==> config.mk <==
export PLATFORM = sky130hd
export DESIGN_NAME = vpac_div_cell
export DESIGN_NICKNAME = d
export VERILOG_FILES = /design/src/hw/rtl/vpac_pkg.sv /design/src/hw/rtl/vpac_div_cell.sv
export SDC_FILE = /design/constraint.sdc
export NUM_CORES = 1
export LEC_CHECK = 0
export BUFFER_PORTS_ARGS = -buffer_cell sky130_fd_sc_hd__buf_4
export CAP_MARGIN = 20
export CORE_AREA = 5 5 637 639
export CTS_CLUSTER_DIAMETER = 200
export DETAILED_ROUTE_END_ITERATION = 10
export DIE_AREA = 0 0 642 644
export SYNTH_ARGS = -nofsm -noshare
export SYNTH_HDL_FRONTEND = slang
export SYNTH_SLANG_ARGS = --single-unit
==> constraint.sdc <==
create_clock -name aclk -period 5.4 [get_ports aclk]
set_clock_uncertainty 0.2 [all_clocks]
set_input_delay 0.54 -clock aclk [delete_from_list [all_inputs] [get_ports aclk]]
set_output_delay 0.54 -clock aclk [all_outputs]
set_load 0.1 [all_outputs]
==> src/hw/rtl/vpac_pkg.sv <==
// ============================================================================
// vpac_pkg
// Shared widths, word types and pipeline record for the vector pair |cos| block.
// ============================================================================
package vpac_pkg;

    // Input component width, two's complement Q16.16.
    localparam int COMPONENT_WIDTH = 32;
    localparam int LEN_W     = $clog2(COMPONENT_WIDTH + 1);
    localparam int FRAC_OUT  = 30;
    localparam int MAG_W     = FRAC_OUT;         // normalized magnitude, < 2^30
    localparam int PROD_W    = 2 * MAG_W;        // one squared magnitude
    localparam int SUM_W     = PROD_W + 2;       // sum of three squares
    localparam int ROOT_W    = SUM_W / 2;        // square root bits
    localparam int SQ_REM_W  = ROOT_W + 2;       // root remainder
    localparam int DIV_REM_W = ROOT_W + 1;       // partial remainder of division
    localparam int Q_W       = FRAC_OUT + 1;     // quotient, at most 2^30
    localparam int UNIT_W    = 32;
    localparam int COS_W     = 31;
    localparam int DOT_W     = 2 * UNIT_W;
    localparam int LANES     = 6;

    typedef struct packed {
        logic signed [COMPONENT_WIDTH-1:0] first_x;
        logic signed [COMPONENT_WIDTH-1:0] first_y;
        logic signed [COMPONENT_WIDTH-1:0] first_z;
        logic signed [COMPONENT_WIDTH-1:0] second_x;
        logic signed [COMPONENT_WIDTH-1:0] second_y;
        logic signed [COMPONENT_WIDTH-1:0] second_z;
    } in_word_t;

    typedef struct packed {
        logic signed [UNIT_W-1:0] unit_first_x;
        logic signed [UNIT_W-1:0] unit_first_y;
        logic signed [UNIT_W-1:0] unit_first_z;
        logic signed [UNIT_W-1:0] unit_second_x;
        logic signed [UNIT_W-1:0] unit_second_y;
        logic signed [UNIT_W-1:0] unit_second_z;
        logic        [COS_W-1:0]  abs_cosine;
    } out_word_t;

    // Record carried down the cell chain. Lanes 0..2 are the first vector,
    // lanes 3..5 the second.
    typedef struct packed {
        logic [LANES-1:0]                neg;
        logic [1:0]                      zero;
        logic [LANES-1:0][MAG_W-1:0]     mag;
        logic [1:0][SUM_W-1:0]           sq_s;
        logic [1:0][SQ_REM_W-1:0]        sq_rem;
        logic [1:0][ROOT_W-1:0]          sq_root;
        logic [LANES-1:0][DIV_REM_W-1:0] dv_rem;
        logic [LANES-1:0][Q_W-1:0]       dv_q;
    } work_t;

endpackage

==> src/hw/rtl/vpac_div_cell.sv <==
// ============================================================================
// vpac_div_cell
// One quotient bit of restoring division for all six components.
// ============================================================================
module vpac_div_cell (
    input  logic            aclk,
    input  logic            aresetn,
    input  logic            adv,
    input  logic            in_valid,
    input  vpac_pkg::work_t in_work,
    output logic            out_valid,
    output vpac_pkg::work_t out_work
);
    localparam int RW = vpac_pkg::DIV_REM_W;

    logic            valid_reg;
    vpac_pkg::work_t work_reg;
    vpac_pkg::work_t work_next;

    // Compare against the vector length, subtract, then shift in a zero.
    always_comb begin
        logic [RW-1:0] d;
        logic [RW-1:0] r;
        logic          qbit;
        work_next = in_work;
        for (int i = 0; i < vpac_pkg::LANES; i++) begin
            d    = RW'(in_work.sq_root[i / 3]);
            qbit = (in_work.dv_rem[i] >= d);
            r    = qbit ? (in_work.dv_rem[i] - d) : in_work.dv_rem[i];
            work_next.dv_rem[i] = {r[RW-2:0], 1'b0};
            work_next.dv_q[i]   = {in_work.dv_q[i][vpac_pkg::Q_W-2:0], qbit};
        end
    end

    always_ff @(posedge aclk) begin
        if (!aresetn) begin
            valid_reg <= 1'b0;
        end else if (adv) begin
            valid_reg <= in_valid;
        end
        if (adv) begin
            work_reg <= work_next;
        end
    end

    assign out_valid = valid_reg;
    assign out_work  = work_reg;
endmodule

; ---- Word level (Yosys, flattened, before mapping)
; Index checks and enable logic that the tools add are counted.
; Widths: inputs -> output; s select.
[totals]
register_bits = 813
inputBits = 822
out_inout_bits = 819
wordCells = 45
[classes]
n_addsub = 6
n_lt_le_gt_ge = 6
muxes = 6
[op_table]
columns = op, n
row1 = $ge 32x31->1, 6
row2 = $mux 31, 6
row3 = $sub 31x31->31, 6

; ---- Longest topological paths before layout
[depth]
depth_word = 2
mapped_depth = 14

; ---- Worst setup path before layout
; No wires, ideal clock.
[synth_path]
path_type = input to register
from = input port in_work[395] (netlist name)
to = register work_reg, in the netlist out_work[261], data pin
t_arrival_ns = 3.044
required_ns = 4.940
slack_ns = 1.896
cell_stages = 12
path_buffers = 2
cell_sequence = inv_1 > ha_1 > a21o_1 > a21o_1 > a21o_1 > a2111oi_2 > nor3_1 > a21o_1 > a2111o_1 > buf_6 > buf_6 > mux2_4
[synth_rtl]
columns = element, line_no
row1 = "start, declared", vpac_div_cell.sv:10  ; input vpac_pkg::work_t in_work,
row2 = "end signal, assigned", vpac_div_cell.sv:42  ; work_reg <= work_next;
row3 = "end, declared", vpac_div_cell.sv:17  ; vpac_pkg::work_t work_reg;

==> summary.md <==
| Metric | Value |
|---|---|
| Hold Path Class | in2reg |
| Comb pwr share | between 30% and 40% |
| Dominant cells by area after synthesis | edfxtp_1 (67%), ha_1 (6.4%), a21oi_1 (3.4%) |
| Ys flop type | edfxtp_1 |
| R2r worst-path depth | 3 |
| Sequential power share | 31.4% |
| Hold buffer count at cts | between 800 and 900 |
| Detailed router's first-iteration violation count | 2,624 |
| Yosys reg bits | 813 |
| Max-Slew Margin vs Limit | roughly 42% |
| CP cell instances | dlygate4sd3_1, buf_4, inv_1, ha_1, a21o_1, a21o_1, a21oi_1, o21ai_0, a2111oi_0, o21ai_4, buf_4, nor2_1, a21oi_1, dlygate4sd3_1 |
| Syn_area_per_cell | between 10 and 15 um2 |
| Commonest cells post-synth | edfxtp_1 (812), a21oi_1 (247), nor2_1 (192), ha_1 (186), a21o_1 (117) |
| RSZ-0062 raised after global routing | false |
| Die X | between 600 and 700 um |
| Clk sink count | just over 800 |
| Vias in the first global route | 34,290 |
| Longest Clk Path Bufs | 4 |
| Worst Path Max Fanout | 20 |
| Overflow after GRT | 0 |
| Synth warnings | 0 |
| Sequential-to-total area share from yosys stat | 66.84% |
| Placed Cells | around 9,500 |
| Count leader, synth | edfxtp_1 |
| CP startpoint | in_work[434] |
| Slowest-stage cell, CP | a2111oi_0 |
| Post-cts resize count | 0 |
| CTS H-tree lvls | 3 |
| Asr flop ratio synth | 0% |
| DP Area | around 55,000 um2 |
| Gpl congestion | 0.9728 |
| PortBufs | approximately 1,600 |
| Min cycle time layout | 4579 ps |
| CP endpoint kind | flip-flop |
| Family with the most delay on the worst path | buffers and inverters |
| CP required | 5830 ps |
| Nets | 6,134 |
| Status | complete, no violations |
| Crit path kind | in2reg |
| Total track usage | between 15 and 20% |
| Final count of negative-setup-slack endpoints | 0 |
| Fin. max-slew vios | 0 |
| Total wire length | ~350,000 um |
| Endpoints failing hold | 0 |
| Clock root cell | clkbuf_16 |
| Internal power consumption | approximately 15 mW |
| DRC Markers | 0 |
| R2R Path Start | out_valid |
| Reg clk slew, reported paths | around 60 ps |
| Clock share of power | between 30% and 40% |
| ANT nets after route | 0 |
| Lkg Pwr | around 27 nW |
| Setup WS pre-CTS | about 800 ps |
| Total CTS buffers | 117 |
| RR Endpoint | out_valid |
| CP endpoint | out_work[284] |
| Via density | approximately 3.3 |
| Netlist Area Pre-Place | approximately 37,000 um2 |
| Count of max-cap constraint violations | 0 |
| TritonRoute pass-1 iters | 5 |
| Synth unique cells | 80 |
| CP startpoint kind | input port |
| Global-route wire length before repair | 423,300 um |
| Crit path largest cell delay | around 740 ps |
| Synth-to-layout area growth | 84.90% |
| Die area | just over 400,000 um2 |
| Setup WS post-layout | a little over 800 ps |
| Final period util | a little over four fifths |
| Clk_lat worst skew | between 800 and 900 ps |
| Peak VDD IR | 0.2838 mV |
| Setup TNS | 0 ps |
| Die Span Y | 644 um |
| Wire length per cell | ~33 um |
| IO Pins | about 1,600 |
| Post-synth top area share | between 60% and 70% |
| Synth area leader | edfxtp_1 |
| # Post-CTS Setup Buffers | 0 |
| PD cells | between 300 and 400 nW/um2 |
| Layout cells sized above 1 | between 30% and 40% |
| WP depth | 14 |
| Final instance area | ~68,000 um2 |
| WP buf/inv | 5 |
| Setup slack, reg-to-reg | about 4100 ps |
| Synth Instances | around 2,600 |
| Largest net degree at the start of global routing | between 100 and 150 |
| Initial antenna violation count | around 270 |
| NetSw | 10.89 mW |
| Row count | between 200 and 250 |
| Final Instance Count excl. Fillers | approximately 11,000 |
| Starting Density | under 10% |
| Arr. time, crit path | 5010 ps |
| DP HPWL | around 310,000 um |
| Highest clock rate | 0.2184 GHz |
| Sw frac | between 40% and 50% |
| Number of synthesized flops with an enable pin | just over 800 |
| Vias | approximately 35,000 |
| CTS tree | yes |
| Least-Margin Pin Slew | 863.1 ps |
| Core ar. | 398,600 um2 |
[stage by stage]
stage / power, mW / util, % / hold slack [ps]
2_1_floorplan: 13.81 / - / 438.9
6_report: 25.41 / 16.94 / 163.4
3_5_place_dp: 17.05 / 13.92 / 315.1
5_1_grt: 26.32 / 16.93 / 103.1
3_3_place_gp: 17.05 / 13.92 / 316.1
4_1_cts: 25.88 / 16.90 / 39.98
[worst min path at each step]
stage                  from            end  slack [ps]  cells past startpoint
3_3_place_gp      out_valid      out_valid         320                      2
3_5_place_dp      out_valid      out_valid         320                      2
4_1_cts        in_work[313]  out_work[300]          40                      4
6_report       in_work[628]  out_work[628]         160                      2
5_1_grt          in_work[4]    out_work[5]         100                      2
2_1_floorplan   in_work[99]  out_work[100]         440                      0
[power groups by stage]
stage                     sequential, mW  combinational, mW  clock [mW]
after floorplan                     12.4               1.37           0
after detailed placement            8.10               8.95           0
final                               7.98               9.55        7.88
after global routing                8.03               9.87        8.42
after global placement              8.10               8.95           0
after CTS                           7.99               9.69        8.21
[cell usage in the layout, fill, tap and decap left out, types with 101 or more instances in the layout]
| master | count |
|---|---|
| a21o_1 | 116 |
| a21oi_1 | 246 |
| buf_4 | 1657 |
| clkbuf_16 | 118 |
| dlygate4sd3_1 | 813 |
| edfxtp_1 | 812 |
| ha_1 | 186 |
| inv_1 | 107 |
| nand2_1 | 108 |
| nor2_1 | 192 |
| xnor2_1 | 101 |
[logic make-up (layout without fill, tap and decap cells)]
kind of cell / after synthesis / in the layout / synth area share (%)
xor+xnor: 160 / 160 / 3.838
flops: 813 / 813 / 66.84
buf+inv: 172 / 2798 / 1.991
fa+ha+maj: 192 / 192 / 6.703
simple gates: 509 / 509 / 6.617
mux: 94 / 94 / 2.940
other cells: 1 / 59 / 0.01027
compound gates: 638 / 638 / 11.07
[registers in the layout, indices dropped and copies added, names as in the netlist]
name       flops
out_work     812
out_valid      1
[per-layer routing]
| layer | vias up | part of all wire (%) | track usage, % |
|---|---|---|---|
| li1 | 15030 | - | - |
| met1 | 16950 | 35 | 16.73 |
| met2 | 2069 | 51 | 29.32 |
| met3 | 685 | 9.4 | 6.313 |
| met4 | 34 | 4.7 | 5.822 |
| met5 | - | 0.063 | 0 |
[layout make-up]
class	instances	area, um2
multi-input cells	1599	11430
clock inverters	69	721.9
well taps	5265	6588
flip-flops and latches	813	24400
inverters	107	401.6
repair buffers	2482	20800
clock buffers	140	3035
fillers	43990	331000
diodes	53	132.6
Note: power is estimated with default switching activity, not from simulation.
