$ cat src/hw/rtl/vpac_pkg.sv
// ============================================================================
// vpac_pkg
// Shared widths, word types and pipeline record for the vector pair |cos| block.
// ============================================================================
package vpac_pkg;

    // Input component width, two's complement Q16.16.
    localparam int COMPONENT_WIDTH = 32;
    localparam int LEN_W     = $clog2(COMPONENT_WIDTH + 1);
    localparam int FRAC_OUT  = 30;
    localparam int MAG_W     = FRAC_OUT;         // normalized magnitude, < 2^30
    localparam int PROD_W    = 2 * MAG_W;        // one squared magnitude
    localparam int SUM_W     = PROD_W + 2;       // sum of three squares
    localparam int ROOT_W    = SUM_W / 2;        // square root bits
    localparam int SQ_REM_W  = ROOT_W + 2;       // root remainder
    localparam int DIV_REM_W = ROOT_W + 1;       // partial remainder of division
    localparam int Q_W       = FRAC_OUT + 1;     // quotient, at most 2^30
    localparam int UNIT_W    = 32;
    localparam int COS_W     = 31;
    localparam int DOT_W     = 2 * UNIT_W;
    localparam int LANES     = 6;

    typedef struct packed {
        logic signed [COMPONENT_WIDTH-1:0] first_x;
        logic signed [COMPONENT_WIDTH-1:0] first_y;
        logic signed [COMPONENT_WIDTH-1:0] first_z;
        logic signed [COMPONENT_WIDTH-1:0] second_x;
        logic signed [COMPONENT_WIDTH-1:0] second_y;
        logic signed [COMPONENT_WIDTH-1:0] second_z;
    } in_word_t;

    typedef struct packed {
        logic signed [UNIT_W-1:0] unit_first_x;
        logic signed [UNIT_W-1:0] unit_first_y;
        logic signed [UNIT_W-1:0] unit_first_z;
        logic signed [UNIT_W-1:0] unit_second_x;
        logic signed [UNIT_W-1:0] unit_second_y;
        logic signed [UNIT_W-1:0] unit_second_z;
        logic        [COS_W-1:0]  abs_cosine;
    } out_word_t;

    // Record carried down the cell chain. Lanes 0..2 are the first vector,
    // lanes 3..5 the second.
    typedef struct packed {
        logic [LANES-1:0]                neg;
        logic [1:0]                      zero;
        logic [LANES-1:0][MAG_W-1:0]     mag;
        logic [1:0][SUM_W-1:0]           sq_s;
        logic [1:0][SQ_REM_W-1:0]        sq_rem;
        logic [1:0][ROOT_W-1:0]          sq_root;
        logic [LANES-1:0][DIV_REM_W-1:0] dv_rem;
        logic [LANES-1:0][Q_W-1:0]       dv_q;
    } work_t;

endpackage

$ cat src/hw/rtl/vpac_front.sv
// ============================================================================
// vpac_front
// Sign and magnitude split, leading-one search and normalizing shift.
// ============================================================================
module vpac_front (
    input  logic [2:0][vpac_pkg::COMPONENT_WIDTH-1:0] comp,
    output logic [2:0]                                neg,
    output logic [2:0][vpac_pkg::MAG_W-1:0]           mag,
    output logic                                      zero
);
    localparam int W = vpac_pkg::COMPONENT_WIDTH;
    localparam int EXT_W = W + vpac_pkg::MAG_W;
    localparam logic [vpac_pkg::LEN_W-1:0] FRAC_L = vpac_pkg::LEN_W'(vpac_pkg::MAG_W);

    logic [2:0][W-1:0] raw_mag;
    logic [W-1:0]      max_mag;
    logic [vpac_pkg::LEN_W-1:0] len;

    // Magnitudes and their maximum.
    always_comb begin
        max_mag = '0;
        for (int i = 0; i < 3; i++) begin
            neg[i]     = comp[i][W-1];
            raw_mag[i] = comp[i][W-1] ? (~comp[i] + 1'b1) : comp[i];
            if (raw_mag[i] > max_mag) begin
                max_mag = raw_mag[i];
            end
        end
        zero = (max_mag == '0);
    end

    // Bit length of the largest magnitude.
    always_comb begin
        len = '0;
        for (int b = 0; b < W; b++) begin
            if (max_mag[b]) begin
                len = vpac_pkg::LEN_W'(b + 1);
            end
        end
    end

    // Bring the largest magnitude into [2^29, 2^30).
    always_comb begin
        logic [EXT_W-1:0] ext;
        logic [EXT_W-1:0] sh;
        for (int i = 0; i < 3; i++) begin
            ext = EXT_W'(raw_mag[i]);
            if (len > FRAC_L) begin
                sh = ext >> (len - FRAC_L);
            end else begin
                sh = ext << (FRAC_L - len);
            end
            mag[i] = sh[vpac_pkg::MAG_W-1:0];
        end
    end
endmodule

$ cat config.mk
export PLATFORM = sky130hd
export DESIGN_NAME = vpac_front
export DESIGN_NICKNAME = d
export VERILOG_FILES = /design/src/hw/rtl/vpac_pkg.sv /design/src/hw/rtl/vpac_front.sv
export SDC_FILE = /design/constraint.sdc
export NUM_CORES = 1
export LEC_CHECK = 0
export BUFFER_PORTS_ARGS = -buffer_cell sky130_fd_sc_hd__buf_2
export CAP_MARGIN = 10
export CELL_PAD_IN_SITES_DETAIL_PLACEMENT = 1
export CELL_PAD_IN_SITES_GLOBAL_PLACEMENT = 1
export CORE_MARGIN = 10
export CORE_UTILIZATION = 48
export DETAILED_ROUTE_END_ITERATION = 12
export PLACE_DENSITY = 0.95
export SLEW_MARGIN = 0
export SYNTH_ARGS = -nofsm -noshare
export SYNTH_HDL_FRONTEND = slang
export SYNTH_SLANG_ARGS = --single-unit
$ cat constraint.sdc
create_clock -name vclk -period 22
set_input_delay 1.1 -clock vclk [all_inputs]
set_output_delay 1.1 -clock vclk [all_outputs]
set_load 0.01 [all_outputs]
Word level (Yosys, flattened, before mapping)
Cells that the tools add are included.

Register bits: 0. Logic and storage cells: 60. Input bits: 96.

Add/subtract/negate cells: 5. Magnitude comparators: 4. Muxes and demuxes: 41. Reduce and logical (&&, ||, !) cells: 1. Bitwise operators: 3. Shift-type cells: 6.

Operators by type and width (number): $mux 32 (6); $mux 6 (31); $add 32x1->32 const B (3); $not 32->32 (3); $shl 32x6->30 (3); $shr 32x6->30 (3); $mux 30 (3); $gt 32x32->1 (2); $gt 32x1->1 const B (1); $logic_not 32->1 (1); $gt 6x5->1 const B (1); $sub 5x6->6 const A (1); $sub 6x5->6 const B (1); $mux 1 (1).

Depth between registers and ports, before layout
Gate-level depths: netlist of run 1.

Word-level depth: 44. Depth in mapped cells: 50.

Least setup slack after synthesis of run 1
No wires, ideal clock.

Path type: input to output. From: in comp[47] (netlist bit). To: out mag[57] (netlist bit). Arrival time: 11120 ps. Cell stages on the path: 44. Slack: 9780 ps. Cell sequence: clkbuf_1 or4_4 or4_1 buf_6 buf_4 o41ai_1 xnor2_1 ha_1 nand4_1 nor4_1 a22o_1 o21a_1 clkbuf_1 clkbuf_1 clkbuf_1 clkbuf_1 nand2_1 o21ai_0 [... 8 more ...] a21oi_1 a22oi_1 o21ai_1 nand2_4 inv_2 buf_4 buf_2 buf_2 buf_2 ha_1 buf_4 nor3_1 a2111oi_4 mux2_2 mux2_2 mux2_2 a22oi_2 o211ai_1.

RTL lines: from (decl) (line vpac_front.sv:6) `input logic [2:0][vpac_pkg::COMPONENT_WIDTH-1:0] comp,`; to (decl) (line vpac_front.sv:8) `output logic [2:0][vpac_pkg::MAG_W-1:0] mag,`.

==> run_results.csv, run 1 <==
group,metric,value,unit
status,run_status,"finished, final reports clean",
grt,grt_pass1_vias,21400,
synthesis,syn_nets,2616,
grt,grt.overflow.total,0,
final_layout,fin_area,0.0170,mm2
worst_setup_path,crit_buf_inv,7,
hold_path,holdPathStages,2,
floorplan,coreArea,0.0328,mm2
final_layout,drive_gt1_share,16.4,%
detailed_routing,drt_iter0_drc,3987,
worst_setup_path,crit_type,"primary input to output pin",
place,hpwl,70.3,mm
final_layout,post-route-util,51.8,%
timing,timing.fmax,60.8,MHz
floorplan,die_area,0.0411,mm2
worst_setup_path,cpPeakStageDelay,0.93,ns
final_layout,fin_nets,2652,
place,gp_congestion,1.13,
synthesis,synth.yosys.warnings,0,
detailed_routing,routed_via_density,7.62,
timing,hold_viol_final,0,
worst_setup_path,cpLargestDelayFamily,"simple AND/OR/NAND/NOR gates",
job,cap_violations,0,
detailed_routing,wl_per_cell,31.0,um
timing,tightest_slew,1.22,ns
grt,grt_first_pass_wirelength,134,mm
synthesis,synth_area_leaders,"mux2i_1 (13%), a21oi_1 (7.5%), o21ai_0 (6.7%)",
floorplan,die_h,203,um
synthesis,yosysTopAreaCellShare,12.9,%
detailed_routing,drc,0,
floorplan,rows,66,
hold_path,hold_start,"comp[95]",
worst_setup_path,critPathMaxFanout,91,
place,dpl_cell_area,0.0170,mm2
timing,slew_headroom,18.0,%
grt,antenna_found_initial,0,
detailed_routing,vias,22300,
worst_setup_path,cp-start-kind,"primary input",
floorplan,die_x,203,um
final_layout,most-common-layout-cells,"nand2_1 (263), a21oi_1 (239), o21ai_0 (214)",
worst_setup_path,cp-end-kind,"output pin",
synthesis,postSynthAreaPerCell,6.54,um2
final_layout,n_antenna_cell,0,
timing,fin_tns_setup,0,ns
detailed_routing,firstDrtPassIters,8,
timing,period_needed,16.44,ns
synthesis,netlist_area,0.0160,mm2
worst_setup_path,worst_path_max_delay_cell,"o21a_2",
timing,grt_setup_unrepaired,"false",
worst_setup_path,cp.arrival,15.34,ns
final_layout,flops_and_latches,0,
detailed_routing,drt_wl_total,90.6,mm
final_layout,area_growth,5.94,%
synthesis,ys_types,104,
place,portBuffers,190,
hold_path,hold_end,"neg[2]",
final_layout,seqCellArea,0,um2
floorplan,num_io_pins,190,
final_layout,clock_buffer_count,0,
detailed_routing,antenna_left,0,
final_layout,layout_commonest_cell,"nand2_1",
synthesis,synth.largest_area_cell,"mux2i_1",
cts,post_cts_resize_count,0,
timing,fin_crit_sh,74.7,%
grt,grt_max_degree,94,
timing,slew_violations,0,
final_layout,fill_cells,4483,
synthesis,seq_area_frac_synth,0,%
cts,cts_hold_buffers,0,
floorplan,initial_core_util,48.9,%
synthesis,synthesis.instances,2450,
cts,post_cts.repair.setup_buffers,0,
timing,finalSetupViolCount,0,
worst_setup_path,cp.required,20.90,ns
hold_path,hp-class,"primary input to output pin",
grt,track_usage,40.8,%
[cells by family after synthesis]
logic type      count (synthesis)  share of synthesized area [%]
buf+inv                       295                           8.55
fa+ha+maj                      70                           5.46
compound gates                890                           36.5
xor+xnor                       92                           5.07
simple gates                  819                           24.9
mux                           284                           19.6
[final cells by class]
| cell class | count | area, um2 | share of cell area (%) |
|---|---|---|---|
| repair buffers | 243 | 1350 | 7.94 |
| well taps | 442 | 553 | 3.26 |
| multi-input cells | 2155 | 14800 | 86.9 |
| inverters | 86 | 324 | 1.91 |
[stage by stage]
step                      instances  setup slack [ns]  hold WS (ns)
after floorplan                2450              9.78          2.29
after global placement         2926              6.78          2.79
after detailed placement       2926              6.16          2.81
after CTS                      2926              6.13          2.81
after global routing           2926              4.95          2.87
final                          2926              5.56          2.85
[cells in the mapped netlist (9+ instances only)]
| master | number |
|---|---|
| o21a_1 | 13 |
| ha_1 | 70 |
| o211ai_1 | 58 |
| or3_1 | 26 |
| nor2_1 | 211 |
| buf_4 | 23 |
| nand3_1 | 58 |
| clkbuf_1 | 92 |
| mux2i_1 | 206 |
| mux4_2 | 16 |
| a221oi_1 | 9 |
| nand2b_1 | 24 |
| xnor2_1 | 48 |
| nor4_1 | 27 |
| a22oi_1 | 50 |
| o21ai_0 | 215 |
| o41ai_1 | 20 |
| xor2_1 | 43 |
| buf_2 | 65 |
| a21oi_1 | 240 |
| nor3_1 | 50 |
| and2_1 | 19 |
| o21ai_1 | 11 |
| o22ai_1 | 26 |
| a31oi_1 | 27 |
| inv_1 | 75 |
| o221ai_1 | 27 |
| mux2_2 | 59 |
| a2bb2oi_1 | 12 |
| nand2_1 | 263 |
| nand4_1 | 38 |
| or4_1 | 19 |
| or2_2 | 12 |
| a211oi_1 | 26 |
| and3_1 | 11 |
| buf_6 | 12 |
| buf_1 | 15 |
| o31ai_1 | 28 |
| a32oi_1 | 9 |
[layer usage]
layer / wire length (um) / vias up / global-route usage (%)
met1: 35100 / 10600 / 53.6
met2: 36800 / 1914 / 59.4
li1: - / 9386 / -
met5: 0 / - / 0
met4: 6230 / 0 / 23.2
met3: 12500 / 442 / 10.2
[worst max-delay path by stage]
stage | startpoint | end | slack, ns | cells after the start
global route | comp[36] | mag[24] | 4.95 | 36
global placement | comp[36] | mag[84] | 6.78 | 36
detailed placement | comp[36] | mag[84] | 6.16 | 34
floorplan | comp[47] | mag[57] | 9.78 | 44
CTS | comp[36] | mag[84] | 6.13 | 36
finish | comp[36] | mag[84] | 5.56 | 34
Power of run 1 is not shown: default switching activity piles up to over one toggle a cycle in this logic, so the estimate is an artifact.
==> run 2, diff against run 1 <==
--- a/config.mk
+++ b/config.mk
@@ -10,9 +10,9 @@
 export CELL_PAD_IN_SITES_DETAIL_PLACEMENT = 1
 export CELL_PAD_IN_SITES_GLOBAL_PLACEMENT = 1
 export CORE_MARGIN = 10
-export CORE_UTILIZATION = 48
+export CORE_UTILIZATION = 44
 export DETAILED_ROUTE_END_ITERATION = 12
-export PLACE_DENSITY = 0.95
+export PLACE_DENSITY = 0.88
 export SLEW_MARGIN = 0
 export SYNTH_ARGS = -nofsm -noshare
 export SYNTH_HDL_FRONTEND = slang
==> constraint.sdc (replaced) <==
create_clock -name vclk -period 15.45
set_input_delay 0.7725 -clock vclk [all_inputs]
set_output_delay 0.7725 -clock vclk [all_outputs]
set_load 0.01 [all_outputs]
==> run 2 against run 1 <==
Clock-buffer cell count stayed put. Die area is 8.2% higher. Hold slack got worse by 0.73 ns. Critical path depth grew 5. Sequential cell count is the same. Core utilization shrank 3.5 points. Via count is 0.91% lower. Sequential share of layout area unchanged. Worst setup slack got worse by 3.8 ns. Global-route usage is 1.0 points lower. Critical endpoint is now mag[89].
==> run_results.csv, run 2 (synthesized netlist as in run 1, its figures left out) <==
group,metric,value,unit
detailed_routing,firstDrtPassIters,6,
grt,antenna_found_initial,1,
worst_setup_path,critPathMaxFanout,38,
hold_path,holdPathStages,3,
detailed_routing,antenna_left,0,
detailed_routing,drc,0,
place,portBuffers,190,
final_layout,fin_nets,2685,
worst_setup_path,cpLargestDelayFamily,"simple AND/OR/NAND/NOR gates",
worst_setup_path,worst_path_max_delay_cell,"or4_1",
floorplan,rows,69,
place,gp_congestion,1.05,
floorplan,die_h,211,um
hold_path,hp-class,"primary input to output pin",
grt,track_usage,39.8,%
job,cap_violations,0,
timing,tightest_slew,1.24,ns
hold_path,hold_end,"neg[0]",
grt,grt_first_pass_wirelength,138,mm
detailed_routing,routed_via_density,7.42,
timing,fin_tns_setup,0,ns
worst_setup_path,crit_buf_inv,8,
timing,hold_viol_final,0,
final_layout,clock_buffer_count,0,
cts,cts_hold_buffers,0,
worst_setup_path,crit_type,"primary input to output pin",
timing,finalSetupViolCount,0,
floorplan,coreArea,0.0357,mm2
cts,post_cts_resize_count,0,
grt,grt_max_degree,154,
floorplan,die_area,0.0445,mm2
final_layout,drive_gt1_share,17.4,%
worst_setup_path,cp.required,14.68,ns
final_layout,most-common-layout-cells,"nand2_1 (263), a21oi_1 (239), o21ai_0 (214)",
worst_setup_path,cp-end-kind,"output pin",
place,hpwl,74.5,mm
status,run_status,"finished, final reports clean",
floorplan,die_x,211,um
timing,slew_headroom,16.8,%
detailed_routing,vias,22100,
floorplan,initial_core_util,44.8,%
grt,grt_pass1_vias,21100,
timing,period_needed,13.68,ns
timing,fin_crit_sh,88.5,%
worst_setup_path,cp.arrival,12.91,ns
timing,timing.fmax,73.1,MHz
timing,grt_setup_unrepaired,"false",
worst_setup_path,cpPeakStageDelay,0.84,ns
floorplan,num_io_pins,190,
final_layout,flops_and_latches,0,
grt,grt.overflow.total,0,
timing,slew_violations,0,
final_layout,area_growth,7.73,%
detailed_routing,wl_per_cell,31.4,um
final_layout,seqCellArea,0,um2
final_layout,layout_commonest_cell,"nand2_1",
worst_setup_path,cp-start-kind,"primary input",
detailed_routing,drt_wl_total,93.6,mm
hold_path,hold_start,"comp[31]",
detailed_routing,drt_iter0_drc,2938,
cts,post_cts.repair.setup_buffers,0,
## run 2: cell count changes in the layout (fill, tap and decap cells not counted)
cell / previous run / this run
buf_4: 53 / 84
buf_12: 0 / 2
o31ai_2: 4 / 3
o31ai_1: 26 / 27
diode_2: 0 / 1
xnor2_1: 46 / 47
xnor2_2: 2 / 1
## run 2: metal layers
metal | GRT usage, % | share of wire [%]
met1 | 54.5 | 41
met5 | 0 | 0
met3 | 10.2 | 13
met4 | 16.6 | 4.9
met2 | 57.6 | 41
## run 2: per-stage QoR
step	std cells	utilization (%)	area, um2	setup slack (ns)	hold WS, ns
2_1_floorplan	2450	-	16000	3.89	1.64
3_3_place_gp	2978	48.3	17300	2.56	2.10
3_5_place_dp	2978	48.3	17300	2.28	2.12
4_1_cts	2978	48.3	17300	2.24	2.12
5_1_grt	2978	48.3	17300	1.24	2.16
6_report	2979	48.3	17300	1.77	2.12
## run 2: worst max path at each step
stage / end / start / cells past startpoint / slack [ns]
after floorplan: mag[57] / comp[47] / 44 / 3.89
after global placement: mag[28] / comp[36] / 39 / 2.56
after detailed placement: mag[89] / comp[36] / 38 / 2.28
after CTS: mag[89] / comp[36] / 38 / 2.24
after global routing: mag[89] / comp[36] / 38 / 1.24
final: mag[89] / comp[36] / 39 / 1.77
## run 2: area by class of cell
cell class	count	area, um2
fillers	4892	18500
multi-input cells	2155	14700
repair buffers	276	1620
well taps	461	577
inverters	86	324
diodes	1	2.50
