--- config.mk ---
export PLATFORM = sky130hd
export DESIGN_NAME = vpac_sqrt_cell
export DESIGN_NICKNAME = d
export VERILOG_FILES = /design/src/hw/rtl/vpac_pkg.sv /design/src/hw/rtl/vpac_sqrt_cell.sv
export SDC_FILE = /design/constraint.sdc
export NUM_CORES = 1
export LEC_CHECK = 0
export ABC_AREA = 1
export BUFFER_PORTS_ARGS = -buffer_cell sky130_fd_sc_hd__buf_2
export CORE_AREA = 3 3 631 633
export CTS_BUF_LIST = sky130_fd_sc_hd__clkbuf_4 sky130_fd_sc_hd__clkbuf_8
export DETAILED_ROUTE_END_ITERATION = 7
export DIE_AREA = 0 0 634 636
export GPL_TIMING_DRIVEN = 0
export PLACE_DENSITY_LB_ADDON = 0.05
export SYNTH_ARGS = -nofsm -noshare
export SYNTH_HDL_FRONTEND = slang
export SYNTH_SLANG_ARGS = --single-unit
--- constraint.sdc ---
create_clock -name aclk -period 2.6 [get_ports aclk]
set_clock_uncertainty 0.05 [all_clocks]
set_input_delay 0.52 -clock aclk [delete_from_list [all_inputs] [get_ports aclk]]
set_output_delay 0.52 -clock aclk [all_outputs]
set_load 0.005 [all_outputs]
--- src/hw/rtl/vpac_pkg.sv ---
// ============================================================================
// vpac_pkg
// Shared widths, word types and pipeline record for the vector pair |cos| block.
// ============================================================================
package vpac_pkg;

    // Input component width, two's complement Q16.16.
    localparam int COMPONENT_WIDTH = 32;
    localparam int LEN_W     = $clog2(COMPONENT_WIDTH + 1);
    localparam int FRAC_OUT  = 30;
    localparam int MAG_W     = FRAC_OUT;         // normalized magnitude, < 2^30
    localparam int PROD_W    = 2 * MAG_W;        // one squared magnitude
    localparam int SUM_W     = PROD_W + 2;       // sum of three squares
    localparam int ROOT_W    = SUM_W / 2;        // square root bits
    localparam int SQ_REM_W  = ROOT_W + 2;       // root remainder
    localparam int DIV_REM_W = ROOT_W + 1;       // partial remainder of division
    localparam int Q_W       = FRAC_OUT + 1;     // quotient, at most 2^30
    localparam int UNIT_W    = 32;
    localparam int COS_W     = 31;
    localparam int DOT_W     = 2 * UNIT_W;
    localparam int LANES     = 6;

    typedef struct packed {
        logic signed [COMPONENT_WIDTH-1:0] first_x;
        logic signed [COMPONENT_WIDTH-1:0] first_y;
        logic signed [COMPONENT_WIDTH-1:0] first_z;
        logic signed [COMPONENT_WIDTH-1:0] second_x;
        logic signed [COMPONENT_WIDTH-1:0] second_y;
        logic signed [COMPONENT_WIDTH-1:0] second_z;
    } in_word_t;

    typedef struct packed {
        logic signed [UNIT_W-1:0] unit_first_x;
        logic signed [UNIT_W-1:0] unit_first_y;
        logic signed [UNIT_W-1:0] unit_first_z;
        logic signed [UNIT_W-1:0] unit_second_x;
        logic signed [UNIT_W-1:0] unit_second_y;
        logic signed [UNIT_W-1:0] unit_second_z;
        logic        [COS_W-1:0]  abs_cosine;
    } out_word_t;

    // Record carried down the cell chain. Lanes 0..2 are the first vector,
    // lanes 3..5 the second.
    typedef struct packed {
        logic [LANES-1:0]                neg;
        logic [1:0]                      zero;
        logic [LANES-1:0][MAG_W-1:0]     mag;
        logic [1:0][SUM_W-1:0]           sq_s;
        logic [1:0][SQ_REM_W-1:0]        sq_rem;
        logic [1:0][ROOT_W-1:0]          sq_root;
        logic [LANES-1:0][DIV_REM_W-1:0] dv_rem;
        logic [LANES-1:0][Q_W-1:0]       dv_q;
    } work_t;

endpackage

--- src/hw/rtl/vpac_sqrt_cell.sv ---
// ============================================================================
// vpac_sqrt_cell
// One digit step of the integer square root, both vectors side by side.
// ============================================================================
module vpac_sqrt_cell (
    input  logic            aclk,
    input  logic            aresetn,
    input  logic            adv,
    input  logic            in_valid,
    input  vpac_pkg::work_t in_work,
    output logic            out_valid,
    output vpac_pkg::work_t out_work
);
    localparam int RW = vpac_pkg::SQ_REM_W + 2;

    logic            valid_reg;
    vpac_pkg::work_t work_reg;
    vpac_pkg::work_t work_next;

    // Take the next pair of radicand bits and try to subtract 4*root + 1.
    always_comb begin
        logic [RW-1:0] r;
        logic [RW-1:0] t;
        work_next = in_work;
        for (int v = 0; v < 2; v++) begin
            r = {in_work.sq_rem[v], in_work.sq_s[v][vpac_pkg::SUM_W-1 -: 2]};
            t = RW'({in_work.sq_root[v], 2'b01});
            if (r >= t) begin
                work_next.sq_rem[v]  = vpac_pkg::SQ_REM_W'(r - t);
                work_next.sq_root[v] = {in_work.sq_root[v][vpac_pkg::ROOT_W-2:0], 1'b1};
            end else begin
                work_next.sq_rem[v]  = r[vpac_pkg::SQ_REM_W-1:0];
                work_next.sq_root[v] = {in_work.sq_root[v][vpac_pkg::ROOT_W-2:0], 1'b0};
            end
            work_next.sq_s[v] = {in_work.sq_s[v][vpac_pkg::SUM_W-3:0], 2'b00};
        end
    end

    always_ff @(posedge aclk) begin
        if (!aresetn) begin
            valid_reg <= 1'b0;
        end else if (adv) begin
            valid_reg <= in_valid;
        end
        if (adv) begin
            work_reg <= work_next;
        end
    end

    assign out_valid = valid_reg;
    assign out_work  = work_reg;
endmodule

Yosys cells after proc, flatten, opt, wreduce, memory -nomap -nowiden
Cells that the tools add are included.
{ "word_totals": {"regBits": 815, "in_bits": 822, "output_inout_bits": 819} }
{ "classes": {"n_addsub": 2, "magnitude_cmp": 2, "mux": 4} }
{ "ops": {"columns": ["op", "count"], "rows": [
  [">= comparator 35 x 33 -> 1 bit", 2],
  ["2-to-1 mux 33 bit", 2],
  ["subtractor 33 bit", 2],
  ["2-to-1 mux 1 bit", 2]
]} }

Depth between registers and ports, before layout
Gate-level depths: netlist (run 1).
{ "logic_depth": {"ltp_word": 2, "ltp_mapped": 15} }

Worst setup path before layout (run 1)
OpenSTA, ideal clock, no wires.
{ "synth_path": {"path_kind": "input port to flip-flop", "from": "in in_work[437] in the netlist's numbering", "to": "reg work_reg (netlist bit out_work[498]) (data pin)", "setup_ns": 0.252, "t_arrival_ns": 1.853, "t_required_ns": 2.298, "setup_slack_ns": 0.444, "stages": 12, "n_path_buf": 1, "cell_sequence": "inv_1 -> ha_1 -> nand2_1 -> inv_2 -> a21oi_2 -> nand2b_1 -> nand3_2 -> nor2_4 -> nand2_8 -> buf_12 -> nand3_2 -> nand2_1"} }
{ "synth_rtl": {"columns": ["element", "line_no", "text"], "rows": [
  ["start, declared", "vpac_sqrt_cell.sv:10", "input vpac_pkg::work_t in_work,"],
  ["end signal, assigned", "vpac_sqrt_cell.sv:46", "work_reg <= work_next;"],
  ["end, declared", "vpac_sqrt_cell.sv:17", "vpac_pkg::work_t work_reg;"]
]} }

==> results of run 1 <==
logic make-up after synthesis:
group / after synthesis / share of synthesized area [%]
fa+ha+maj: 66 / 2.656
buf+inv: 352 / 4.560
compound gates: 48 / 0.8291
xor+xnor: 28 / 0.7889
simple gates: 883 / 12.46
flops: 815 / 78.69
other cells: 1 / 0.01206
stage by stage:
stage | total power [mW] | setup slack, ns | utilization (%)
final | 38.10 | 0.01685 | 15.07
after global routing | 40.46 | -0.06225 | 15.06
after CTS | 39.80 | -0.2558 | 15.00
after detailed placement | 21.72 | -0.9802 | 11.72
after global placement | 22.24 | -16.62 | 11.67
after floorplan | 17.61 | 0.4443 | -
Yosys cell counts, types with 3 or more instances:
master                     instances  area, sq um
sky130_fd_sc_hd__nand3_2          22        220.2
sky130_fd_sc_hd__ha_1             66        825.8
sky130_fd_sc_hd__nand3b_1         18        135.1
sky130_fd_sc_hd__edfxtp_1        814        24440
sky130_fd_sc_hd__xor2_1           26        227.7
sky130_fd_sc_hd__nor2_2           12        75.07
sky130_fd_sc_hd__buf_2             7        35.03
sky130_fd_sc_hd__nor3_1           18        90.09
sky130_fd_sc_hd__inv_1           317         1190
sky130_fd_sc_hd__nand2_1         582         2185
sky130_fd_sc_hd__nand3_1         125        625.6
sky130_fd_sc_hd__nand4_1           7        43.79
sky130_fd_sc_hd__inv_2            13        48.80
sky130_fd_sc_hd__and2_1            6        37.54
sky130_fd_sc_hd__nor2_1           72        270.3
sky130_fd_sc_hd__buf_6             5        56.30
sky130_fd_sc_hd__nand2_2           7        43.79
sky130_fd_sc_hd__buf_4             9        67.56
sky130_fd_sc_hd__a21oi_1          39        195.2
sky130_fd_sc_hd__o21ai_0           3        15.01
layer usage:
metal	global-route usage, %	up-vias	wire length (um)
met2	23.80	1195	139500
li1	-	13157	-
met1	11.93	13676	87480
met4	3.511	40	7559
met5	0	-	262
met3	3.346	357	17680
power by group through the flow:
stage          clock network [mW]  logic (mW)  registers (mW)
2_1_floorplan                   0        1.14            16.5
5_1_grt                      17.3        6.97            16.2
3_5_place_dp                    0        5.38            16.3
3_3_place_gp                    0        5.42            16.8
4_1_cts                      16.9        6.79            16.1
6_report                     15.6        6.39            16.1
flip-flops by register name, indices dropped and copies added, names as in the netlist:
register,cells
out_work,814
out_valid,1
worst paths after layout:
check / startpoint / to / cells past startpoint
max reg2reg: out_valid / out_valid / 3
max: in_work[441] / out_work[471] / 14
min reg2reg: out_valid / out_valid / 3
min: adv / out_work[771] / 1
repair_timing:
| item | 4_1_cts | 5_1_grt |
|---|---|---|
| gates resized for setup | 7 | 14 |
| gates cloned | 0 | 0 |
| endpoints found under the setup margin | 7 | 35 |
| setup buffers | 0 | 2 |
| pin swaps | 0 | 1 |
| hold endpoints to repair | 932 | 33 |
| hold buffers | 914 | 1 |
critical path: cells and delay by family:
kind,cells,cell delay [ns]
and+or+nand+nor,11,1.55
buffers and inverters,2,0.71
adders and majority gates,1,0.38
final cells by class:
cell class	instances	area share, %
Timing Repair Buffer	2559	29.72
Tap cell	5220	11.04
Buffer	22	0.3066
Antenna cell	81	0.3426
Clock inverter	70	0.7254
Sequential cell	815	41.35
Clock buffer	274	5.570
Multi-Input combinational cell	1029	8.854
Inverter	330	2.094
==> reports/qor.yml, run 1 <==
outcome:
  outcome: "completed"
cts:
  cts.path.max_buffers: 4
  clockRootBuffer: "sky130_fd_sc_hd__clkbuf_8"
  cts-htree-levels: 4
  clkSlewWorstSetupHoldPaths_ns: 0.06
  cts.sinks: 815
  insertion_delay_ns: 0.93
  clock_tree_from_tritoncts: "built"
  numCtsBuffers: 197
synth:
  synthesis.area_per_instance_sq_um: 14.18
  most_used_flip_flop_cell_after_synthesis: "sky130_fd_sc_hd__edfxtp_1"
  syn-instance-count: 2193
  synthDistinctLibCells: 34
  synth_enable_flop_cells: 814
  synthesis.yosys.warnings: 0
  asyncSetResetFlopFracSynth_pct: 0
  netlist_area_sq_um: 31090
  sequential_area_share_after_synthesis_pct: 78.69
  synth.ff_latch_count: 815
cells_and_area:
  layout.cells.most_common: "sky130_fd_sc_hd__buf_2"
  filler_cells: 44573
  drive_above_1_share_pct: 39.83
  finish.net_count: 5842
  multi_input_comb_area_sq_um: 5239
  layout.cells.most_common_list: "1636 x sky130_fd_sc_hd__buf_2, 909 x sky130_fd_sc_hd__dlygate4sd3_1, 814 x sky130_fd_sc_hd__edfxtp_1, 582 x sky130_fd_sc_hd__nand2_1, 317 x sky130_fd_sc_hd__inv_1"
  register_area_sq_um: 24460
  area_delta_synth_final_pct: 90.32
  finish.cell_count_without_fillers: 10400
  stdcell_area_sq_um: 59170
power_and_ir_drop:
  power.sequential.fraction_pct: 42.2
  power.internal_mw: 26.77
  switching_power_mw: 11.33
  total_power_per_unit_cell_area_nw_per_um2: 644.0
  sw_frac_of_total_pct: 29.74
  share_comb_of_total_power_pct: 16.8
  clock_power_share_pct: 41.0
  ir_worst_vdd_mv: 0.3437
  power_leakage_nw: 25.02
setup_path:
  cp_common_cell: "sky130_fd_sc_hd__nand2_1"
  timing.setup.critical_path_class: "in2reg"
  critical_path_required_ns: 3.17
  path_cells: "dlygate4sd3_1 > buf_2 > ha_1 > nand2_1 > nor2_1 > nand2_1 > nand2_1 > nand2_1 > nand2_1 > nand2_1 > nand2_1 > nand2_1 > nand3_2 > nand2_1"
  start_kind: "input port"
  reg2reg_slack_ns: 1.35
  worst_path_max_delay_cell: "sky130_fd_sc_hd__dlygate4sd3_1"
  timing.critical_path.to_type: "register"
  worst_path_largest_cell_delay_ns: 0.56
  crit_path_max_fanout: 5
  worst_ep_arrival_time_ns: 3.16
drt:
  drcViolationCount: 0
  wl_mm: 252.4
  drt-initial-drc-count: 1245
  detailedRoute.firstPassIterationCount: 7
  vias_per_cell: 2.733
  postRouteAntennaNets: 0
  vias: 28425
  route.detailed.wl_per_inst_um: 24.27
floorplan:
  core.rowCount: 230
  initial_utilization_pct: 7.920
  die-area_sq_um: 403200
  top_level_ports: 1641
  floorplan.die.height_um: 636
  chipWidth_um: 634
  floorplan.core_area_sq_um: 392500
global_route:
  grt_start_max_net_pins: 135
  remaining_global_route_overflow: 0
  antenna_found_initial: 161
  grt_pass1_vias: 30445
  grt_usage_pct: 12.02
  grt_pass1_wl_mm: 319.0
placement:
  final_weighted_congestion_in_routability_driven_placement: 0.7730
  placed_area_sq_um: 46000
  place.detailed.hpwl_mm: 211.6
  port_buffers: 1636
  placed_cells_incl_taps: 9058
timing:
  final-max-slew-violation-count: 0
  finalHoldViolations: 0
  min_period_ns: 2.583
  max_freq_mhz: 387.1
  timing_worst_slew_pin_value_ns: 0.9799
  final.period_utilization_pct: 99.35
  setup_tns_ns: 0
  grt_setup_unrepaired: "true"
  setup_viol: 0
  fin_worst_hold_slack_ns: 0.005679
  slew_headroom_pct: 34.67
run:
  count_of_max_cap_constraint_violations: 0
worst_hold_path:
  hold_path.class: "in2reg"
Note: power is estimated with default switching activity, not from simulation.
==> run 2: changes to the inputs <==
--- a/config.mk
+++ b/config.mk
@@ -6,7 +6,7 @@
 export NUM_CORES = 1
 export LEC_CHECK = 0
 export ABC_AREA = 1
-export BUFFER_PORTS_ARGS = -buffer_cell sky130_fd_sc_hd__buf_2
+export BUFFER_PORTS_ARGS = -buffer_cell sky130_fd_sc_hd__clkbuf_2
 export CORE_AREA = 3 3 631 633
 export CTS_BUF_LIST = sky130_fd_sc_hd__clkbuf_4 sky130_fd_sc_hd__clkbuf_8
 export DETAILED_ROUTE_END_ITERATION = 7
==> run 2 against run 1 <==
  * Clock power hardly changed
  * First-iteration DRC count shrank 2.1%
  * Global-route usage rose by 0.085 points
  * Total power shrank 0.28%
  * Design area fell by 0.31%
  * Sequential power is essentially flat
  * Routed wire length up 0.91%
  * Non-clock buffer count down 26
  * Combinational power increased by 0.6%
==> reports/qor.yml, run 2 (same netlist as run 1, synthesis figures left out) <==
placement:
  final_weighted_congestion_in_routability_driven_placement: 0.7669
  place.detailed.hpwl_mm: 212.9
  dpl_worst_slack_ns: -1.751
  placed_area_sq_um: 46130
  port_buffers: 1636
drt:
  wl_mm: 254.7
  drt-initial-drc-count: 1219
  drcViolationCount: 0
  vias: 28417
  route.detailed.wl_per_inst_um: 24.61
  detailedRoute.firstPassIterationCount: 4
  vias_per_cell: 2.745
  postRouteAntennaNets: 0
floorplan:
  initial_utilization_pct: 7.920
  top_level_ports: 1641
  chipWidth_um: 634
  floorplan.core_area_sq_um: 392500
  core.rowCount: 230
  die-area_sq_um: 403200
  floorplan.die.height_um: 636
timing:
  slew_headroom_pct: 57.44
  fin_worst_hold_slack_ns: 0.1195
  finalHoldViolations: 0
  final.period_utilization_pct: 98.72
  max_freq_mhz: 389.6
  min_period_ns: 2.567
  timing_worst_slew_pin_value_ns: 0.6384
  final_critical_path_setup_slack_ns: 0.03330
  grt_setup_unrepaired: "true"
  setup_viol: 0
  final-max-slew-violation-count: 0
global_route:
  grt_pass1_wl_mm: 320.2
  remaining_global_route_overflow: 0
  antenna_found_initial: 155
  grt_start_max_net_pins: 90
  grt_pass1_vias: 30184
  grt_usage_pct: 12.11
power_and_ir_drop:
  share_comb_of_total_power_pct: 16.9
  sw_frac_of_total_pct: 30.08
  total_power_per_unit_cell_area_nw_per_um2: 644.2
  power.sequential.fraction_pct: 42.4
  switching_power_mw: 11.43
  clock_power_share_pct: 40.7
  ir_worst_vdd_mv: 0.3262
  power_leakage_nw: 25.34
  power.internal_mw: 26.57
setup_path:
  timing.setup.critical_path_class: "in2reg"
  timing.critical_path.to_type: "register"
  start_kind: "input port"
  critical_path_required_ns: 3.16
  worst_ep_arrival_time_ns: 3.12
  crit_path_max_fanout: 10
cts:
  cts.sinks: 815
  cts-htree-levels: 4
  clockRootBuffer: "sky130_fd_sc_hd__clkbuf_8"
  cts.path.max_buffers: 4
  clock_tree_from_tritoncts: "built"
  numCtsBuffers: 194
  clkSlewWorstSetupHoldPaths_ns: 0.05
  insertion_delay_ns: 0.92
worst_hold_path:
  hold_path.class: "in2reg"
outcome:
  outcome: "completed"
cells_and_area:
  finish.net_count: 5813
  layout.cells.most_common: "sky130_fd_sc_hd__clkbuf_2"
  drive_above_1_share_pct: 40.51
  largest_reg_flops: 814
  stdcell_area_sq_um: 58980
  post-route-util_pct: 15.03
  layout.cells.most_common_list: "1631 x sky130_fd_sc_hd__clkbuf_2, 872 x sky130_fd_sc_hd__dlygate4sd3_1, 814 x sky130_fd_sc_hd__edfxtp_1, 580 x sky130_fd_sc_hd__nand2_1, 317 x sky130_fd_sc_hd__inv_1"
  area_delta_synth_final_pct: 89.72
run:
  count_of_max_cap_constraint_violations: 0
[run 2: metrics by stage]
| stage | cells | TNS, ns | power (mW) |
|---|---|---|---|
| 6_report | 10352 | 0 | 37.99 |
| 5_1_grt | 10343 | -0.2373 | 40.35 |
| 4_1_cts | 10286 | -1.434 | 39.69 |
| 3_5_place_dp | 9063 | -324.26 | 21.74 |
| 3_3_place_gp | 9052 | - | 22.37 |
| 2_1_floorplan | 2196 | 0 | 17.61 |
[run 2: path summary, 6_finish.rpt]
| kind | from | to | slack (ns) | depth (start not counted) |
|---|---|---|---|---|
| max | in_work[392] | out_work[470] | 0.03 | 17 |
| min | in_work[404] | out_work[405] | 0.12 | 2 |
| max reg2reg | out_valid | out_valid | 1.32 | 3 |
| min reg2reg | out_valid | out_valid | 1.07 | 3 |
[run 2: repair_timing]
| item | in CTS | in global routing |
|---|---|---|
| setup buffers | 0 | 3 |
| endpoints found under the setup margin | 118 | 36 |
| gates cloned | 4 | 1 |
| gates resized for setup | 3 | 26 |
| pin swaps | 0 | 2 |
| endpoints found under the hold margin | 869 | 5 |
| hold buffers | 878 | 1 |
[run 2: cell type report]
class / instances / area [sq um]
multi-input cells: 1029 / 5260
diodes: 62 / 155.1
inverters: 330 / 1239
flip-flops and latches: 815 / 24460
fillers: 44528 / 333500
repair buffers: 2533 / 17490
well taps: 5220 / 6531
clock inverters: 72 / 396.6
plain buffers: 22 / 183.9
clock buffers: 269 / 3258
[run 2: routing by layer]
layer | global-route usage, % | wire [um]
met1 | 12.10 | 89560
met2 | 24.03 | 140800
met3 | 3.174 | 16140
met4 | 3.498 | 7937
met5 | 0 | 265
[run 2: power groups by stage]
| stage | sequential, mW | clock (mW) | combinational (mW) |
|---|---|---|---|
| 2_1_floorplan | 16.5 | 0 | 1.14 |
| 3_3_place_gp | 17.0 | 0 | 5.40 |
| 3_5_place_dp | 16.4 | 0 | 5.37 |
| 4_1_cts | 16.1 | 16.7 | 6.82 |
| 5_1_grt | 16.2 | 17.1 | 7.00 |
| 6_report | 16.1 | 15.5 | 6.43 |
[run 2: critical path, stage by stage]
cell and delay [ns]:
sky130_fd_sc_hd__dlygate4sd3_1 0.59, sky130_fd_sc_hd__clkbuf_2 0.16, sky130_fd_sc_hd__inv_1 0.06, sky130_fd_sc_hd__ha_1 0.37
sky130_fd_sc_hd__nand2_1 0.14, sky130_fd_sc_hd__inv_2 0.05, sky130_fd_sc_hd__nand2_2 0.14, sky130_fd_sc_hd__inv_1 0.05
sky130_fd_sc_hd__nand2_1 0.06, sky130_fd_sc_hd__nand2_1 0.09, sky130_fd_sc_hd__inv_2 0.08, sky130_fd_sc_hd__nand3_2 0.10
sky130_fd_sc_hd__nand2_4 0.18, sky130_fd_sc_hd__nand2_8 0.11, sky130_fd_sc_hd__buf_6 0.18, sky130_fd_sc_hd__nand3_2 0.08
sky130_fd_sc_hd__nand2_1 0.15
==> run 3: changes to the inputs <==
--- a/config.mk
+++ b/config.mk
@@ -5,12 +5,11 @@
 export SDC_FILE = /design/constraint.sdc
 export NUM_CORES = 1
 export LEC_CHECK = 0
-export ABC_AREA = 1
 export BUFFER_PORTS_ARGS = -buffer_cell sky130_fd_sc_hd__clkbuf_2
-export CORE_AREA = 3 3 631 633
+export CORE_AREA = 3 3 633 635
 export CTS_BUF_LIST = sky130_fd_sc_hd__clkbuf_4 sky130_fd_sc_hd__clkbuf_8
 export DETAILED_ROUTE_END_ITERATION = 7
-export DIE_AREA = 0 0 634 636
+export DIE_AREA = 0 0 636 638
 export GPL_TIMING_DRIVEN = 0
 export PLACE_DENSITY_LB_ADDON = 0.05
 export SYNTH_ARGS = -nofsm -noshare
==> run 3 against run 2 <==
  * Core utilization is essentially flat
  * The run now ends with negative hold slack, negative setup slack left
  * Worst setup slack got worse by 0.076 ns
  * Via count shrank 9.1%
  * Critical path depth decreased by 4
  * Sequential cell count is the same
  * Maximum frequency decreased by 2.9%
  * Global-route usage down 1.8 points
  * Clock power about the same
  * Sequential share of layout area is 0.37 points lower
  * Cell count down 5.2%
==> reports/qor.yml, run 3 <==
floorplan:
  initial_utilization_pct: 7.454
  floorplan.die.height_um: 638
  die-area_sq_um: 405800
  chipWidth_um: 636
  floorplan.core_area_sq_um: 395700
  core.rowCount: 231
  top_level_ports: 1641
synth:
  synthTopCellsByArea: "sky130_fd_sc_hd__edfxtp_1 83%, sky130_fd_sc_hd__ha_1 2.8%, sky130_fd_sc_hd__mux2_4 1.5%"
  synth_enable_flop_cells: 814
  syn-instance-count: 1508
  synthesis.area_per_instance_sq_um: 19.56
  yosys.area.top_type_share_pct: 82.88
  synthesis.yosys.warnings: 0
  sequential_area_share_after_synthesis_pct: 82.95
  netlist_area_sq_um: 29490
  yosysMostFrequentCell: "sky130_fd_sc_hd__edfxtp_1"
  synth_largest_area_cell: "sky130_fd_sc_hd__edfxtp_1"
  most_used_flip_flop_cell_after_synthesis: "sky130_fd_sc_hd__edfxtp_1"
  asyncSetResetFlopFracSynth_pct: 0
  synth.ff_latch_count: 815
  synth_common_cells: "814 x sky130_fd_sc_hd__edfxtp_1, 82 x sky130_fd_sc_hd__inv_1, 66 x sky130_fd_sc_hd__ha_1"
  synthDistinctLibCells: 72
setup_path:
  reg2reg_slack_ns: 1.41
  cp-endpoint: "out_work[496]"
  crit_path_max_fanout: 10
  timing.critical_path.to_type: "register"
  setup.worst_path.start: "in_work[499]"
  start_kind: "input port"
  reg2reg_from: "out_valid"
  critical_path_required_ns: 3.22
  worst-r2r-cell-count: 3
  worst_ep_arrival_time_ns: 3.26
  timing.setup.critical_path_class: "in2reg"
  critical_path.reg2reg.endpoint: "out_valid"
cells_and_area:
  layout.cells.most_common: "sky130_fd_sc_hd__clkbuf_2"
  largest_reg_flops: 814
  layout.cells.most_common_list: "1640 x sky130_fd_sc_hd__clkbuf_2, 1018 x sky130_fd_sc_hd__dlygate4sd3_1, 814 x sky130_fd_sc_hd__edfxtp_1, 204 x sky130_fd_sc_hd__clkbuf_8"
  drive_above_1_share_pct: 47.17
  area_delta_synth_final_pct: 101.8
  filler_cells: 44542
  finish.cell_count_without_fillers: 9813
  post-route-util_pct: 15.04
  finish.net_count: 5287
cts:
  clkSlewWorstSetupHoldPaths_ns: 0.05
  cts.path.max_buffers: 4
  numCtsBuffers: 198
  cts.sinks: 815
  cts-htree-levels: 4
  clockRootBuffer: "sky130_fd_sc_hd__clkbuf_8"
  insertion_delay_ns: 0.94
  clock_tree_from_tritoncts: "built"
outcome:
  outcome: "finished, violations left"
  failed_checks: "negative hold slack, negative setup slack"
global_route:
  grt_pass1_vias: 27929
  remaining_global_route_overflow: 0
  grt_start_max_net_pins: 85
  grt_usage_pct: 10.28
  grt_pass1_wl_mm: 276.7
  antenna_found_initial: 115
power_and_ir_drop:
  total_power_per_unit_cell_area_nw_per_um2: 637.6
  ir_worst_vdd_mv: 0.4221
  p_total_mw: 37.95
  power_leakage_nw: 23.96
timing:
  max_freq_mhz: 378.4
  final.period_utilization_pct: 101.6
  min_period_ns: 2.642
  setup_viol: 19
  final_critical_path_setup_slack_ns: -0.04240
  slew_headroom_pct: 46.53
  finalHoldViolations: 4
  timing_worst_slew_pin_value_ns: 0.7937
  fin_worst_hold_slack_ns: -0.2131
  final-max-slew-violation-count: 0
drt:
  m1WireLength_mm: 68.33
  drt-initial-drc-count: 1005
  route.met3.wl_mm: 19.62
  vias: 25827
  topmost_layer_with_routed_signal_wires: "met5"
  vias_per_cell: 2.632
  drcViolationCount: 0
  route.met2.wl_mm: 124.4
  route.detailed.wl_per_inst_um: 22.25
  postRouteAntennaNets: 0
  detailedRoute.firstPassIterationCount: 4
  wl_mm: 218.4
run:
  count_of_max_cap_constraint_violations: 0
placement:
  placed_cells_incl_taps: 8402
  place.detailed.hpwl_mm: 175.7
  port_buffers: 1636
  final_weighted_congestion_in_routability_driven_placement: 0.7722
worst_hold_path:
  hold_path.class: "in2reg"
[run 3: metal layers]
metal	up-vias	GRT usage, %
met3	378	4.325
met4	58	2.677
li1	11771	-
met1	12463	9.075
met2	1157	20.87
met5	-	0
[run 3: critical path, stage by stage]
cell and delay [ns]:
sky130_fd_sc_hd__clkbuf_2 0.10, sky130_fd_sc_hd__dlygate4sd3_1 0.61, sky130_fd_sc_hd__ha_4 0.29, sky130_fd_sc_hd__a21oi_1 0.14, sky130_fd_sc_hd__o21bai_1 0.08, sky130_fd_sc_hd__a21o_1 0.21, sky130_fd_sc_hd__a21o_1 0.20, sky130_fd_sc_hd__a21o_1 0.20
sky130_fd_sc_hd__buf_12 0.13, sky130_fd_sc_hd__nor2_8 0.16, sky130_fd_sc_hd__inv_12 0.07, sky130_fd_sc_hd__buf_16 0.18, sky130_fd_sc_hd__mux2_4 0.31
[run 3: cell families after synthesis]
family	Yosys count	synth area share, %
DFF	815	82.95
AOI/OAI and AO/OA	236	5.575
and+or+nand+nor	173	3.122
buffers and inverters	120	1.905
adders and majority gates	66	2.800
xor gates and xnor gates	51	1.515
muxes	46	2.121
other	1	0.01272
[run 3: power breakdown]
| part | internal, mW | total [mW] | switching [mW] |
|---|---|---|---|
| Combinational | 2.96 | 6.18 | 3.21 |
| Clock | 8.29 | 15.6 | 7.31 |
| Sequential | 15.8 | 16.2 | 0.397 |
[run 3: layout make-up]
| class | instances | area [sq um] | area share, % |
|---|---|---|---|
| Antenna cell | 30 | 75.07 | 0.1261 |
| Buffer | 30 | 334.1 | 0.5613 |
| Clock buffer | 276 | 3329 | 5.594 |
| Clock inverter | 66 | 346.6 | 0.5823 |
| Inverter | 83 | 345.3 | 0.5802 |
| Multi-Input combinational cell | 576 | 5012 | 8.422 |
| Sequential cell | 815 | 24460 | 41.10 |
| Tap cell | 5242 | 6559 | 11.02 |
| Timing Repair Buffer | 2695 | 19050 | 32.01 |
[run 3: worst min path at each step]
stage                         end  slack (ns)          from  depth (start not counted)
floorplan               out_valid        0.46     out_valid                          2
global placement        out_valid        0.46     out_valid                          2
detailed placement      out_valid        0.47     out_valid                          2
CTS                 out_work[411]       -0.61  in_work[410]                          1
global route        out_work[476]       -0.39  in_work[474]                          2
finish              out_work[476]       -0.21  in_work[474]                          2
[run 3: timing repair]
action,4_1_cts,5_1_grt
endpoints found under the hold margin,957,22
resized for setup,36,29
setup buffers,8,13
pin swaps,9,10
setup endpoints to repair,72,128
hold buffers,1002,18
cloned,0,5
[run 3: through the flow]
step / cell area (sq um) / setup WS, ns / hold WS, ns / TNS (ns)
floorplan: 29870 / -0.3688 / 0.4573 / -15.21
global placement: 44620 / -18.78 / 0.4633 / -
detailed placement: 44970 / -2.137 / 0.4727 / -203.66
CTS: 58940 / -0.1633 / -0.6080 / -7.541
global route: 59500 / -0.004388 / -0.3915 / -0.008518
finish: 59520 / -0.04240 / -0.2131 / -0.3105
